### src/sv/mlr_pkg.sv
// Shared types, field layout and defaults for the midpoint line rasterizer.
`timescale 1ns / 1ps
`default_nettype none

package mlr_pkg;

  // Default frame geometry and pixel depth
  localparam int unsigned FRAME_WIDTH_DEF  = 128;
  localparam int unsigned FRAME_HEIGHT_DEF = 128;
  localparam int unsigned COLOR_BITS_DEF   = 8;

  // Fixed field widths
  localparam int unsigned COORD_W    = 12;
  localparam int unsigned PEN_W      = 8;
  localparam int unsigned RD_IDX_W   = 7;
  localparam int unsigned RES_COL_W  = 8;
  localparam int unsigned COUNT_W    = 13;
  localparam int unsigned ERR_W      = 16;
  localparam int unsigned CFG_IDX_W  = 1;
  localparam int unsigned CFG_DATA_W = 12;

  // Input tdata layout, lowest field first
  localparam int unsigned IN_SX_LSB   = 0;
  localparam int unsigned IN_SY_LSB   = IN_SX_LSB + COORD_W;
  localparam int unsigned IN_EX_LSB   = IN_SY_LSB + COORD_W;
  localparam int unsigned IN_EY_LSB   = IN_EX_LSB + COORD_W;
  localparam int unsigned IN_PEN_LSB  = IN_EY_LSB + COORD_W;
  localparam int unsigned IN_RCOL_LSB = IN_PEN_LSB + PEN_W;
  localparam int unsigned IN_RROW_LSB = IN_RCOL_LSB + RD_IDX_W;
  localparam int unsigned IN_USED_W   = IN_RROW_LSB + RD_IDX_W;
  localparam int unsigned IN_TDATA_W  = ((IN_USED_W + 7) / 8) * 8;

  // Output tdata layout
  localparam int unsigned OUT_COL_LSB  = 0;
  localparam int unsigned OUT_CNT_LSB  = OUT_COL_LSB + RES_COL_W;
  localparam int unsigned OUT_USED_W   = OUT_CNT_LSB + COUNT_W;
  localparam int unsigned OUT_TDATA_W  = ((OUT_USED_W + 7) / 8) * 8;

  // Operation codes carried in tuser
  typedef enum logic {
    OP_DRAW = 1'b0,
    OP_READ = 1'b1
  } op_t;

  // Configuration register indexes
  localparam logic [CFG_IDX_W-1:0] CFG_VIEW_X_MIN = 1'd0;
  localparam logic [CFG_IDX_W-1:0] CFG_VIEW_Y_MIN = 1'd1;

  // Sequencer states
  typedef enum logic [2:0] {
    ST_CLEAR,
    ST_IDLE,
    ST_DRAW_START,
    ST_DRAW,
    ST_RD_ADDR,
    ST_RD_DATA,
    ST_FINISH
  } state_t;

  // One pixel of the line walk, walker to plot logic
  typedef struct packed {
    logic                      valid;
    logic                      last;
    logic signed [COORD_W-1:0] x;
    logic signed [COORD_W-1:0] y;
  } pixel_t;

endpackage

`default_nettype wire

### src/sv/mlr_clip.sv
// Viewport clip and frame address for one walked pixel (rows flipped).
`timescale 1ns / 1ps
`default_nettype none

module mlr_clip
  import mlr_pkg::*;
#(
  parameter int unsigned FRAME_WIDTH  = FRAME_WIDTH_DEF,
  parameter int unsigned FRAME_HEIGHT = FRAME_HEIGHT_DEF,
  parameter int unsigned AW           = 14
) (
  input  wire pixel_t                    pix,
  input  wire logic signed [COORD_W-1:0] view_x_min,
  input  wire logic signed [COORD_W-1:0] view_y_min,
  output logic                           hit,
  output logic [AW-1:0]                  addr
);

  localparam int unsigned RW = COORD_W + 2;
  localparam logic signed [RW-1:0] W_S    = RW'(FRAME_WIDTH);
  localparam logic signed [RW-1:0] H_S    = RW'(FRAME_HEIGHT);
  localparam logic signed [RW-1:0] HM1_S  = RW'(FRAME_HEIGHT - 1);
  localparam logic        [AW-1:0] W_A    = AW'(FRAME_WIDTH);

  logic signed [RW-1:0] col, rel, row;

  always_comb begin
    col  = RW'(pix.x) - RW'(view_x_min);
    rel  = RW'(pix.y) - RW'(view_y_min);
    row  = HM1_S - rel;
    hit  = pix.valid && !col[RW-1] && (col < W_S) && !rel[RW-1] && (rel < H_S);
    addr = AW'(AW'(row) * W_A) + AW'(col);
  end

endmodule

`default_nettype wire

### config.mk
export PLATFORM = sky130hd
export DESIGN_NAME = mlr_clip
export DESIGN_NICKNAME = d
export VERILOG_FILES = /design/src/sv/mlr_pkg.sv /design/src/sv/mlr_clip.sv
export SDC_FILE = /design/constraint.sdc
export NUM_CORES = 1
export LEC_CHECK = 0
export BUFFER_PORTS_ARGS = -buffer_cell sky130_fd_sc_hd__buf_4
export CAP_MARGIN = 20
export CORE_ASPECT_RATIO = 1.1
export CORE_MARGIN = 5
export CORE_UTILIZATION = 45
export DETAILED_ROUTE_END_ITERATION = 10
export PLACE_DENSITY = 0.77
export SETUP_SLACK_MARGIN = 0.15
export SYNTH_ARGS = -nofsm -noshare
export SYNTH_HDL_FRONTEND = slang
export SYNTH_SLANG_ARGS = --single-unit
export TNS_END_PERCENT = 100
### constraint.sdc
create_clock -name vclk -period 2.79
set_input_delay 0.279 -clock vclk [all_inputs]
set_output_delay 0.279 -clock vclk [all_outputs]
set_load 0.03 [all_outputs]
==> impl_metrics.toml <==
[finish]
layout.nets = 383
nClkBuffers = 0
flops_and_latches = 0
nFillCells = 153
ff_latch_area_um2 = 0
final_layout_size_suffix_gt1_frac = 0.542
syn2layout_area_growth_pct = 90.2
final_area_mm2 = 0.00263
antennaDiodeCount = 0

[grt]
grt_start_max_net_pins = 6
antenna_found_initial = 0
grt-ovfl-total = 0
grt_use_total = 0.198
grt_pass1_wl_um = 7150
grt_pass1_vias = 1715

[floorplanning]
io_pins = 65
initial_core_util = 0.461
core.rowCount = 21
die_area_mm2 = 0.00428
die_w_um = 62.8
coreArea_mm2 = 0.00300
die_h_um = 68.1

[detailed_routing]
drc = 0
wl_per_cell_um = 13.4
initialDrtViolationCount = 70
dr_wl_met3_um = 266
wl_met1_um = 1630
drt-total-wl_um = 4460
top_layer = "met4"
wl_met2_um = 2460
vias = 1711
viasPerCell = 5.14
dr.pass1.iters = 4
ant_nets = 0

[place]
postPlaceCellArea_mm2 = 0.00236
dp_hpwl_um = 3410
gp_congestion = 0.885
placement.io_buffers = 64
pre_cts_ws_ns = -0.474

[timing]
slew_violations = 0
finalCritPeriodShare = 1.12
setup_violations = 5
rsz0062_at_grt = "true"
layout_setup_ws_ns = -0.329
max_freq_mhz = 321
hold_violations = 0
slew_headroom = 0.716
post-route-min-period_ns = 3.12
worstMarginPinSlew_ns = 0.423
whs_ns = 0.926

[worst_hold_path]
min_from = "view_x_min[0]"
hold_path_class = "in -> out"
hold_end = "addr[0]"
hold-path-cell-count = 4

[worst_setup_path]
critPathArrivalTime_ns = 2.84
cp-start-kind = "primary input"
cp-end-kind = "primary output"
crit_type = "in -> out"
crit_fanout = 3
worst_ep_required_time_ns = 2.51

[logic_synthesis]
yosysMostFrequentCell = "inv_1"
netlist_area_mm2 = 0.00138
ys_top_cells_by_count = "38 x inv_1, 29 x ha_1, 18 x a21oi_1"
synth.distinct_cells = 42
syn_avg_cell_area_um2 = 7.27
synth_nets = 272
ys_seq_area_frac = 0
ys_warn_count = 0
yosysTopAreaCell = "ha_1"
synth_top_cell_area_share = 0.263
synth_area_leaders = "ha_1 26%, inv_1 10%, xnor2_1 10%"
synth_cells = 190

[clocking]
cts_hold_buf = 0

[outcome]
violations = "negative setup slack"
status = "finished, violations left"

[pwr]
p_leak_nw = 1.30
ir_drop_v = 0.000642
power.density_cell_area_mw_per_mm2 = 498

[flow_run]
cap_viol_max_count = 0
-- cell usage in the layout, fill, tap and decap left out, types with 2 or more instances in the layout --
| cell type | synthesis | layout |
|---|---|---|
| a211oi_4 | 1 | 2 |
| a21boi_2 | 1 | 2 |
| a21o_1 | 3 | 3 |
| a21oi_1 | 18 | 10 |
| a21oi_2 | 1 | 6 |
| a21oi_4 | 0 | 3 |
| buf_4 | 0 | 98 |
| buf_6 | 0 | 10 |
| fa_2 | 0 | 3 |
| ha_1 | 29 | 22 |
| ha_2 | 0 | 2 |
| ha_4 | 0 | 5 |
| inv_1 | 38 | 33 |
| inv_2 | 0 | 4 |
| maj3_2 | 2 | 2 |
| nand2_1 | 6 | 5 |
| nand2b_1 | 8 | 8 |
| nand4_1 | 2 | 2 |
| nor2_1 | 12 | 11 |
| nor3_1 | 2 | 2 |
| o211ai_1 | 2 | 2 |
| o21ai_0 | 12 | 10 |
| xnor2_1 | 16 | 9 |
| xnor2_2 | 0 | 5 |
| xnor2_4 | 0 | 2 |
| xor2_1 | 7 | 5 |
| xor2_4 | 0 | 2 |
-- how the worst max path moves through the flow --
stage | from | slack, ns | cells after the start | endpoint
floorplan | pix[12] | -0.06 | 14 | addr[13]
global placement | pix[12] | -0.39 | 15 | addr[13]
detailed placement | pix[12] | -0.47 | 15 | addr[13]
CTS | pix[12] | -0.32 | 16 | addr[13]
global route | pix[12] | -0.50 | 16 | addr[13]
finish | pix[12] | -0.33 | 16 | addr[13]
-- timing repair --
action                     in CTS  in global routing
pin swaps                      19                  9
cloned                          0                  0
hold endpoints to repair        0                  0
setup endpoints to repair       7                  7
setup buffers                   6                  2
gates resized for setup        28                 17
-- power by group --
| part | internal (mW) | total (mW) | leakage (nW) | switching [mW] |
|---|---|---|---|---|
| registers | 0 | 0 | 0 | 0 |
| clock network | 0 | 0 | 0 | 0 |
| logic | 0.653 | 1.31 | 1.30 | 0.654 |
-- kinds of logic (layout without fill, tap and decap cells) --
logic type                 count (synthesis)  count (layout)  share of synthesized area
and+or+nand+nor                           38              38                      0.140
buffers and inverters                     38             147                      0.103
AOI/OAI and AO/OA                         57              57                      0.288
adders and majority gates                 34              34                      0.322
xor gates and xnor gates                  23              23                      0.146
-- worst max-delay path, cell delays in order --
cell      delay [ns]
buf_8           0.11
inv_12          0.04
ha_4            0.11
inv_2           0.03
fa_2            0.37
a21oi_4         0.18
o211ai_1        0.13
nand4_1         0.15
nand2_1         0.08
xnor2_1         0.15
ha_1            0.32
nand2_2         0.07
o311a_1         0.34
a21oi_4         0.19
xnor2_4         0.13
buf_6           0.15
-- final cells by class --
type | count | area, um2 | share of cell area
Timing Repair Buffer | 109 | 863 | 0.329
Tap cell | 34 | 42.5 | 0.0162
Inverter | 38 | 155 | 0.0590
Multi-Input combinational cell | 152 | 1570 | 0.596
-- layer usage --
layer	vias to the layer above	track usage
met2	53	0.404
met1	775	0.208
met5	-	0
li1	873	-
met3	10	0.0378
met4	0	0.0477
-- stage by stage --
stage                     utilization  TNS (ns)  instances  power [mW]
final                           0.877     -1.19        333        1.31
after CTS                       0.848     -1.12        331        1.23
after detailed placement        0.788     -1.98        325        1.11
after floorplan                     -    -0.147        190       0.725
after global routing            0.877     -1.92        333        1.40
after global placement          0.788     -1.61        325        1.10
(Power assumes the default switching activity.)
