==> config.mk <==
export PLATFORM = sky130hd
export DESIGN_NAME = mlr_walker
export DESIGN_NICKNAME = d
export VERILOG_FILES = /design/src/sv/mlr_pkg.sv /design/src/sv/mlr_walker.sv
export SDC_FILE = /design/constraint.sdc
export NUM_CORES = 1
export LEC_CHECK = 0
export BUFFER_PORTS_ARGS = -buffer_cell sky130_fd_sc_hd__buf_2
export CAP_MARGIN = 20
export CORE_MARGIN = 2
export CORE_UTILIZATION = 30
export DETAILED_ROUTE_END_ITERATION = 10
export GPL_ROUTABILITY_DRIVEN = 1
export PLACE_DENSITY = 0.48
export SLEW_MARGIN = 20
export SYNTH_ARGS = -nofsm -noshare
export SYNTH_HDL_FRONTEND = slang
export SYNTH_SLANG_ARGS = --single-unit
export TNS_END_PERCENT = 20
==> constraint.sdc <==
create_clock -name clk -period 11.5 [get_ports clk]
set_input_delay 0.575 -clock clk [delete_from_list [all_inputs] [get_ports clk]]
set_output_delay 0.575 -clock clk [all_outputs]
set_load 0.02 [all_outputs]
==> src/sv/mlr_pkg.sv <==
// Shared types, field layout and defaults for the midpoint line rasterizer.
`timescale 1ns / 1ps
`default_nettype none

package mlr_pkg;

  // Default frame geometry and pixel depth
  localparam int unsigned FRAME_WIDTH_DEF  = 128;
  localparam int unsigned FRAME_HEIGHT_DEF = 128;
  localparam int unsigned COLOR_BITS_DEF   = 8;

  // Fixed field widths
  localparam int unsigned COORD_W    = 12;
  localparam int unsigned PEN_W      = 8;
  localparam int unsigned RD_IDX_W   = 7;
  localparam int unsigned RES_COL_W  = 8;
  localparam int unsigned COUNT_W    = 13;
  localparam int unsigned ERR_W      = 16;
  localparam int unsigned CFG_IDX_W  = 1;
  localparam int unsigned CFG_DATA_W = 12;

  // Input tdata layout, lowest field first
  localparam int unsigned IN_SX_LSB   = 0;
  localparam int unsigned IN_SY_LSB   = IN_SX_LSB + COORD_W;
  localparam int unsigned IN_EX_LSB   = IN_SY_LSB + COORD_W;
  localparam int unsigned IN_EY_LSB   = IN_EX_LSB + COORD_W;
  localparam int unsigned IN_PEN_LSB  = IN_EY_LSB + COORD_W;
  localparam int unsigned IN_RCOL_LSB = IN_PEN_LSB + PEN_W;
  localparam int unsigned IN_RROW_LSB = IN_RCOL_LSB + RD_IDX_W;
  localparam int unsigned IN_USED_W   = IN_RROW_LSB + RD_IDX_W;
  localparam int unsigned IN_TDATA_W  = ((IN_USED_W + 7) / 8) * 8;

  // Output tdata layout
  localparam int unsigned OUT_COL_LSB  = 0;
  localparam int unsigned OUT_CNT_LSB  = OUT_COL_LSB + RES_COL_W;
  localparam int unsigned OUT_USED_W   = OUT_CNT_LSB + COUNT_W;
  localparam int unsigned OUT_TDATA_W  = ((OUT_USED_W + 7) / 8) * 8;

  // Operation codes carried in tuser
  typedef enum logic {
    OP_DRAW = 1'b0,
    OP_READ = 1'b1
  } op_t;

  // Configuration register indexes
  localparam logic [CFG_IDX_W-1:0] CFG_VIEW_X_MIN = 1'd0;
  localparam logic [CFG_IDX_W-1:0] CFG_VIEW_Y_MIN = 1'd1;

  // Sequencer states
  typedef enum logic [2:0] {
    ST_CLEAR,
    ST_IDLE,
    ST_DRAW_START,
    ST_DRAW,
    ST_RD_ADDR,
    ST_RD_DATA,
    ST_FINISH
  } state_t;

  // One pixel of the line walk, walker to plot logic
  typedef struct packed {
    logic                      valid;
    logic                      last;
    logic signed [COORD_W-1:0] x;
    logic signed [COORD_W-1:0] y;
  } pixel_t;

endpackage

`default_nettype wire

==> src/sv/mlr_walker.sv <==
// Midpoint line walker: one pixel per cycle along the major axis.
`timescale 1ns / 1ps
`default_nettype none

module mlr_walker
  import mlr_pkg::*;
(
  input  wire logic                      clk,
  input  wire logic                      rst_n,
  input  wire logic                      start,
  input  wire logic signed [COORD_W-1:0] sx,
  input  wire logic signed [COORD_W-1:0] sy,
  input  wire logic signed [COORD_W-1:0] ex,
  input  wire logic signed [COORD_W-1:0] ey,
  output pixel_t                         pix
);

  // setup terms
  logic signed [COORD_W:0]   dx, dy;
  logic        [COORD_W-1:0] adx, ady, maj, mnr;
  logic                      steep, neg, flip;
  logic signed [ERR_W-1:0]   err0;

  // walk state
  logic                      active_r, active_nxt;
  logic signed [COORD_W-1:0] x_r, x_nxt;
  logic signed [COORD_W-1:0] y_r, y_nxt;
  logic signed [ERR_W-1:0]   err_r, err_nxt;
  logic        [COORD_W-1:0] rem_r, rem_nxt;
  logic                      steep_r, steep_nxt;
  logic                      neg_r, neg_nxt;
  logic        [COORD_W:0]   two_maj_r, two_maj_nxt;
  logic        [COORD_W:0]   two_mnr_r, two_mnr_nxt;
  logic                      step_minor;

  always_comb begin
    dx    = {ex[COORD_W-1], ex} - {sx[COORD_W-1], sx};
    dy    = {ey[COORD_W-1], ey} - {sy[COORD_W-1], sy};
    adx   = dx[COORD_W] ? COORD_W'(-dx) : dx[COORD_W-1:0];
    ady   = dy[COORD_W] ? COORD_W'(-dy) : dy[COORD_W-1:0];
    // vertical and degenerate lines walk as steep lines
    steep = (dx == '0) || (ady > adx);
    neg   = (dy != '0) && (dx[COORD_W] != dy[COORD_W]);
    flip  = steep ? dy[COORD_W] : dx[COORD_W];
    maj   = steep ? ady : adx;
    mnr   = steep ? adx : ady;
    err0  = $signed({3'b000, mnr, 1'b0}) - $signed({4'b0000, maj});
  end

  assign step_minor = !err_r[ERR_W-1];

  always_comb begin
    active_nxt  = active_r;
    x_nxt       = x_r;
    y_nxt       = y_r;
    err_nxt     = err_r;
    rem_nxt     = rem_r;
    steep_nxt   = steep_r;
    neg_nxt     = neg_r;
    two_maj_nxt = two_maj_r;
    two_mnr_nxt = two_mnr_r;
    if (start) begin
      active_nxt  = 1'b1;
      x_nxt       = flip ? ex : sx;
      y_nxt       = flip ? ey : sy;
      err_nxt     = err0;
      rem_nxt     = maj;
      steep_nxt   = steep;
      neg_nxt     = neg;
      two_maj_nxt = {maj, 1'b0};
      two_mnr_nxt = {mnr, 1'b0};
    end else if (active_r) begin
      err_nxt = err_r + $signed({3'b000, two_mnr_r})
              - (step_minor ? $signed({3'b000, two_maj_r}) : ERR_W'(0));
      if (steep_r) begin
        y_nxt = y_r + 1'b1;
        if (step_minor) begin
          x_nxt = neg_r ? x_r - 1'b1 : x_r + 1'b1;
        end
      end else begin
        x_nxt = x_r + 1'b1;
        if (step_minor) begin
          y_nxt = neg_r ? y_r - 1'b1 : y_r + 1'b1;
        end
      end
      rem_nxt = rem_r - 1'b1;
      if (rem_r == '0) begin
        active_nxt = 1'b0;
      end
    end
  end

  always_ff @(posedge clk) begin
    if (!rst_n) begin
      active_r <= 1'b0;
    end else begin
      active_r <= active_nxt;
    end
  end

  always_ff @(posedge clk) begin
    x_r       <= x_nxt;
    y_r       <= y_nxt;
    err_r     <= err_nxt;
    rem_r     <= rem_nxt;
    steep_r   <= steep_nxt;
    neg_r     <= neg_nxt;
    two_maj_r <= two_maj_nxt;
    two_mnr_r <= two_mnr_nxt;
  end

  always_comb begin
    pix.valid = active_r;
    pix.last  = (rem_r == '0);
    pix.x     = x_r;
    pix.y     = y_r;
  end

endmodule

`default_nettype wire

==> results of run 1 <==
-- layout make-up --
class / instances / area (sq um)
repair buffers: 80 / 413
multi-input cells: 692 / 4980
well taps: 335 / 419
fillers: 2833 / 17100
clock buffers: 11 / 233
inverters: 123 / 462
clock inverters: 5 / 26.3
flip-flops and latches: 78 / 2330
-- registers in the layout, indices dropped and copies added, names as in the netlist --
signal,flops
neg_r,1
x_r,12
two_mnr_r,12
two_maj_r,12
rem_r,12
y_r,12
steep_r,1
active_r,1
err_r,15
-- cells in the mapped netlist (10+ instances only) --
master    number
a21oi_1       72
a31oi_1       11
clkbuf_1      17
edfxtp_1      77
fa_1          16
ha_1          64
inv_1        122
mux2i_1       16
nand2_1       84
nand2b_1      11
nand4_1       10
nor2_1        79
nor2b_1       21
nor3_1        16
o21ai_0       43
o21ai_1       14
o31ai_1       12
xnor2_1       53
xor2_1        37
-- worst max path at each step --
stage / startpoint / end / slack [ns] / cells after the start
6_report: sy[0] / err_r[12] / 3.59 / 35
5_1_grt: ey[0] / err_r[12] / 2.97 / 36
4_1_cts: sy[0] / err_r[12] / 3.58 / 35
3_5_place_dp: sy[0] / err_r[12] / 3.24 / 35
3_3_place_gp: sy[0] / err_r[12] / 3.33 / 35
2_1_floorplan: ex[0] / err_r[12] / 3.93 / 36
-- cell usage in the layout, fill, tap and decap left out, types with 4 or more instances in the layout --
cell / count
a211o_1: 4
a21o_1: 8
a21oi_1: 72
a22oi_1: 4
a31oi_1: 11
and2_1: 6
and3_1: 7
buf_2: 75
buf_4: 5
clkbuf_16: 9
edfxtp_1: 77
fa_1: 16
ha_1: 64
inv_1: 122
mux2_1: 9
mux2_2: 5
mux2i_1: 16
nand2_1: 84
nand2b_1: 11
nand3_1: 8
nand4_1: 10
nor2_1: 79
nor2b_1: 21
nor3_1: 16
o21a_1: 9
o21ai_0: 43
o21ai_1: 14
o21bai_1: 9
o22ai_1: 5
o31ai_1: 12
or2_2: 4
or3_1: 4
xnor2_1: 53
xor2_1: 37
-- metal layers --
metal | GRT usage (%) | vias up | routed length, microns
met1 | 20.2 | 2948 | 10100
met3 | 2.36 | 11 | 552
met5 | 0 | - | 0
li1 | - | 3330 | -
met4 | 3.67 | 0 | 272
met2 | 24.3 | 70 | 9380
-- stage by stage --
step	hold slack (ns)	setup WS (ns)	util, %	cell area, sq um	cells
2_1_floorplan	0.561	3.93	-	7910	921
3_3_place_gp	0.602	3.33	33.1	8610	1308
3_5_place_dp	0.597	3.24	33.1	8610	1308
4_1_cts	0.417	3.58	34.1	8870	1324
5_1_grt	0.427	2.97	34.1	8870	1324
6_report	0.427	3.59	34.1	8870	1324
-- worst reg2reg max path, stage by stage, from the launching register on --
cell and delay [ns]:
edfxtp_1 0.75, nor2b_1 0.16, fa_1 0.51, inv_1 0.07
fa_1 0.47, a21o_1 0.18, a21oi_1 0.22, o21ai_0 0.11
a21oi_1 0.26, o21bai_1 0.11, a21oi_1 0.26, o21bai_1 0.12
a21oi_1 0.25, o21ai_0 0.19, a21o_1 0.22, a21oi_1 0.18
xnor2_1 0.14, o21ai_1 0.07
-- cell families after synthesis --
logic type / Yosys count / synth area share [%]
AOI/OAI and AO/OA: 219 / 17.5
xor gates and xnor gates: 91 / 10.2
adders and majority gates: 83 / 14.6
buffers and inverters: 151 / 7.54
DFF: 78 / 29.5
muxes: 32 / 4.59
and+or+nand+nor: 267 / 16.1
-- power by group through the flow --
stage | logic [uW] | clock network [uW] | registers [uW]
finish | 1900 | 265 | 594
global route | 2160 | 282 | 612
CTS | 1920 | 272 | 597
detailed placement | 1900 | 0 | 601
global placement | 1910 | 0 | 600
floorplan | 1470 | 0 | 595
==> qor.csv, run 1 <==
stage,metric,value,unit
run_status,status,"finished, final reports clean",
power_and_ir_drop,p_comb_share,68.9,%
logic_synthesis,synthTopCellsByArea,"edfxtp_1 29%, ha_1 10%, xnor2_1 5.9%",
placed_design,gp_congestion,0.835,
power_and_ir_drop,peakVddDrop,0.125,mV
sta,setup_viol,0,
clock_network,h-tree-depth,3,
clock_network,clk_path_buf_depth,2,
floorplanning,core,26000,sq um
critical_path,crit_type,input pin to flop,
sta,period_share,68.8,%
logic_synthesis,ys_seq_elements,78,
final_layout,nets,1115,
routing,drc,0,
power_and_ir_drop,leakagePower,0.00383,uW
final_layout,drive_above_1_share,11.6,%
grt,grt_overflow_total,0,
grt,track_usage,14.7,%
floorplanning,core.rowCount,59,
clock_network,cts_made_buffers,9,
sta,rsz0062_at_grt,no,
sta,slew_violations,0,
routing,drt-total-wl,20.3,mm
final_layout,areaGrowthSynthToFinish,12.1,%
critical_path,r2r_start,err_r[15],
logic_synthesis,ys_seq_area_share,29.5,%
critical_path,critPathMaxStageDelay,0.60,ns
critical_path,timing.rr.end,err_r[15],
critical_path,path_buf_inv,3,
critical_path,reg2regPathDepth,17,
min_path,hold_class,input pin to flop,
grt,grt_pass1_wl,32.7,mm
min_path,whs_path_depth,2,
logic_synthesis,syn_inst,921,
logic_synthesis,synth_area,7910,sq um
final_layout,diodes,0,
power_and_ir_drop,power_density,311,nW/um^2
sta,worstMarginPinSlew,0.778,ns
clock_network,cts_tree,yes,
power_and_ir_drop,switching_share,47.5,%
placed_design,port_buffers,76,
power_and_ir_drop,pwr-share-seq,21.5,%
clock_network,clock_latency,0.35,ns
routing,via_per_inst,4.80,
logic_synthesis,ys_warn_count,0,
routing,drt.antenna.violating_nets,0,
sta,slew_headroom,48.1,%
routing,drt_iter0_drc,304,
grt,grt_pass1_vias,6082,
routing,drt_pass1_iterations,5,
clock_network,cts.sinks,78,
min_path,worstHoldStart,rst_n,
floorplanning,die_w,166,microns
sta,setup_tns,0,ns
critical_path,critical-path-slowest-cell,maj3_2,
sta,fin_worst_skew,0.00845,ns
logic_synthesis,synthArstFlopShare,0,%
critical_path,end_kind,flop,
critical_path,crit_top_cell,a21oi_1,
logic_synthesis,syn_avg_cell_area,8.59,sq um
routing,post_drt_wl_per_cell,15.3,microns
critical_path,regToRegSetupSlack,6.99,ns
sta,min_period,7.91,ns
clock_network,cts_setup_buffers,0,
clock_network,hold_buffers,0,
power_and_ir_drop,p_int,1450,uW
logic_synthesis,synth_nets,1052,
placed_design,dp_hpwl,16.1,mm
floorplanning,start_util,30.4,%
logic_synthesis,synth_cell_types,70,
logic_synthesis,yosysTopAreaCellShare,29.2,%
grt,grt_max_degree,65,
critical_path,path_max_fanout,35,
logic_synthesis,synthFlopType,edfxtp_1,
power_and_ir_drop,p_clk_share,9.6,%
sta,timing.fmax,126,MHz
critical_path,worstPathArrival,8.00,ns
grt,antenna_found_initial,0,
floorplanning,die_area,27700,sq um
floorplanning,io_pins,77,
routing,vias,6359,
min_path,whs_endpoint,active_r,
critical_path,cp.required,11.59,ns
flow_run,maxCapViolations,0,
sta,finalHoldViolations,0,
critical_path,cp-start-kind,input pin,
clock_network,clock-root-buffer,clkbuf_16,
logic_synthesis,synth_top_cell_by_area,edfxtp_1,
clock_network,cts-resized-gates,0,
floorplanning,die_h,166,microns
logic_synthesis,synth_edf_count,77,
power_and_ir_drop,p_sw,1310,uW
clock_network,cts.clk_slew.worst_paths,0.06,ns
critical_path,critical_path.top_delay_family,compound AO/OA/AOI/OAI gates,
power_and_ir_drop,total_power,2760,uW
Note: power is estimated with default switching activity, not from simulation.
==> run 2: changes to the inputs <==
Settings changed: PLACE_DENSITY 0.48 to 0.5.
Clock period 11.5 ns to 6.7 ns, I/O delays scaled along.
==> run 2 against run 1 <==
  * Cell area increased by 10%
  * Combinational power increased by 95%
  * Clock power increased by 130%
  * Hold slack got worse by 0.25 ns
  * Critical path depth unchanged
  * Final cell count increased by 5.9%
  * Routed wire length increased by 4.1%
  * Count of clock-buffer cells in the layout increased by 2
  * Sequential share of layout area decreased by 2.4 points
  * Total power increased by 93%
  * Utilization increased by 3.4 points
  * Flip-flop and latch count unchanged
==> qor.csv, run 2 (synthesized netlist as in run 1, its figures left out) <==
stage,metric,value,unit
clock_network,hold_buffers,0,
routing,drt_iter0_drc,386,
clock_network,cts_made_buffers,9,
placed_design,gp_congestion,0.843,
grt,grt_pass1_wl,33.8,mm
power_and_ir_drop,power_density,546,nW/um^2
grt,grt_max_degree,76,
floorplanning,core,26000,sq um
sta,fin_worst_skew,0.0145,ns
sta,timing.fmax,159,MHz
floorplanning,start_util,30.4,%
run_status,status,"finished, final reports clean",
sta,period_share,93.9,%
routing,post_drt_wl_per_cell,15.1,microns
sta,min_period,6.29,ns
sta,setup_tns,0,ns
critical_path,path_max_fanout,7,
floorplanning,die_w,166,microns
sta,slew_violations,0,
sta,setup_viol,0,
clock_network,cts.sinks,78,
critical_path,end_kind,flop,
final_layout,final_common_cell,inv_1,
routing,via_per_inst,4.74,
critical_path,crit_top_cell,a21oi_2,
grt,grt_pass1_vias,6382,
routing,routed.top_layer,met4,
final_layout,areaGrowthSynthToFinish,23.4,%
routing,vias,6641,
routing,met1Wirelength,10.6,mm
critical_path,worstPathArrival,6.38,ns
critical_path,crit_type,input pin to flop,
routing,drt.antenna.violating_nets,0,
final_layout,diodes,0,
final_layout,nets,1193,
final_layout,final_cell_mix,"121 x inv_1, 84 x nand2_1, 82 x buf_4, 77 x nor2_1, 77 x edfxtp_1",
power_and_ir_drop,leakagePower,0.00429,uW
floorplanning,io_pins,77,
routing,dr_wl_met2,9.80,mm
clock_network,clock_latency,0.35,ns
critical_path,critPathMaxStageDelay,0.40,ns
floorplanning,die_area,27700,sq um
clock_network,clock-root-buffer,clkbuf_16,
clock_network,clk_path_buf_depth,2,
grt,track_usage,15.2,%
sta,slew_headroom,46.3,%
flow_run,maxCapViolations,0,
critical_path,cp-start-kind,input pin,
placed_design,port_buffers,76,
clock_network,cts_tree,yes,
grt,grt_overflow_total,0,
routing,met3_length,399,microns
routing,drc,0,
min_path,hold_class,input pin to flop,
placed_design,dp_hpwl,16.9,mm
grt,antenna_found_initial,0,
power_and_ir_drop,peakVddDrop,0.197,mV
floorplanning,core.rowCount,59,
sta,finalHoldViolations,0,
floorplanning,die_h,166,microns
final_layout,fill_cells,2681,
final_layout,drive_above_1_share,21.6,%
clock_network,h-tree-depth,3,
routing,drt_pass1_iterations,6,
routing,drt-total-wl,21.1,mm
final_layout,largest_register_ffs,15,
critical_path,critical-path-slowest-cell,maj3_4,
clock_network,cts.clk_slew.worst_paths,0.07,ns
final_layout,top_register,err_r,
critical_path,cp.required,6.79,ns
final_layout,postLayoutCoreUtil,37.6,%
sta,worstMarginPinSlew,0.806,ns
## run 2: through the flow
step	power [uW]	std cells	area (sq um)	setup slack, ns	hold WS [ns]
after CTS	5320	1398	9600	0.289	0.167
after global placement	4660	1382	9240	-0.0266	0.536
after global routing	5870	1402	9760	-0.0223	0.184
after detailed placement	4680	1382	9240	-0.0735	0.547
after floorplan	3590	921	8000	0.00384	0.447
final	5330	1402	9760	0.407	0.181
## run 2: timing repair
action	4_1_cts	5_1_grt
resized for setup	0	28
endpoints found under the hold margin	0	0
setup endpoints to repair	0	8
setup buffers	0	4
## run 2: power by group
part           switching (uW)  total (uW)  leakage (uW)  internal, uW
clock network             205         600      0.000176           395
logic                    1990        3710       0.00334          1720
registers                 157        1020      0.000776           867
total                    2350        5330       0.00429          2980
## run 2: path summary, 6_finish.rpt
| check | from | endpoint | slack, ns | cells past startpoint |
|---|---|---|---|---|
| setup / recovery | ey[0] | err_r[12] | 0.41 | 35 |
| hold / removal | rst_n | active_r | 0.18 | 2 |
| setup reg to reg | err_r[15] | err_r[15] | 2.23 | 17 |
| hold reg to reg | rem_r[0] | rem_r[0] | 0.62 | 1 |
## run 2: layer usage
layer  track usage (%)  up-vias
met1              21.2     3073
met2              24.7       67
met3              2.10       16
li1                  -     3485
met5                 0        -
met4              4.31        0
## run 2: area by class of cell
type	instances	area [sq um]	share of cell area (%)
sequential	78	2330	23.9
inverter	123	462	4.73
clock inverter	3	90.1	0.923
clock buffer	13	270	2.77
multi-input combinational	692	5180	53.1
timing repair buffer	158	1000	10.3
tap	335	419	4.29
## run 2: worst max-delay path, delay by kind of cell
kind,cells,cell delay (ns)
buffers and inverters,5,0.47
muxes,1,0.24
and+or+nand+nor,5,0.65
AOI/OAI and AO/OA,15,2.17
xor gates and xnor gates,2,0.33
adders and majority gates,7,2.14
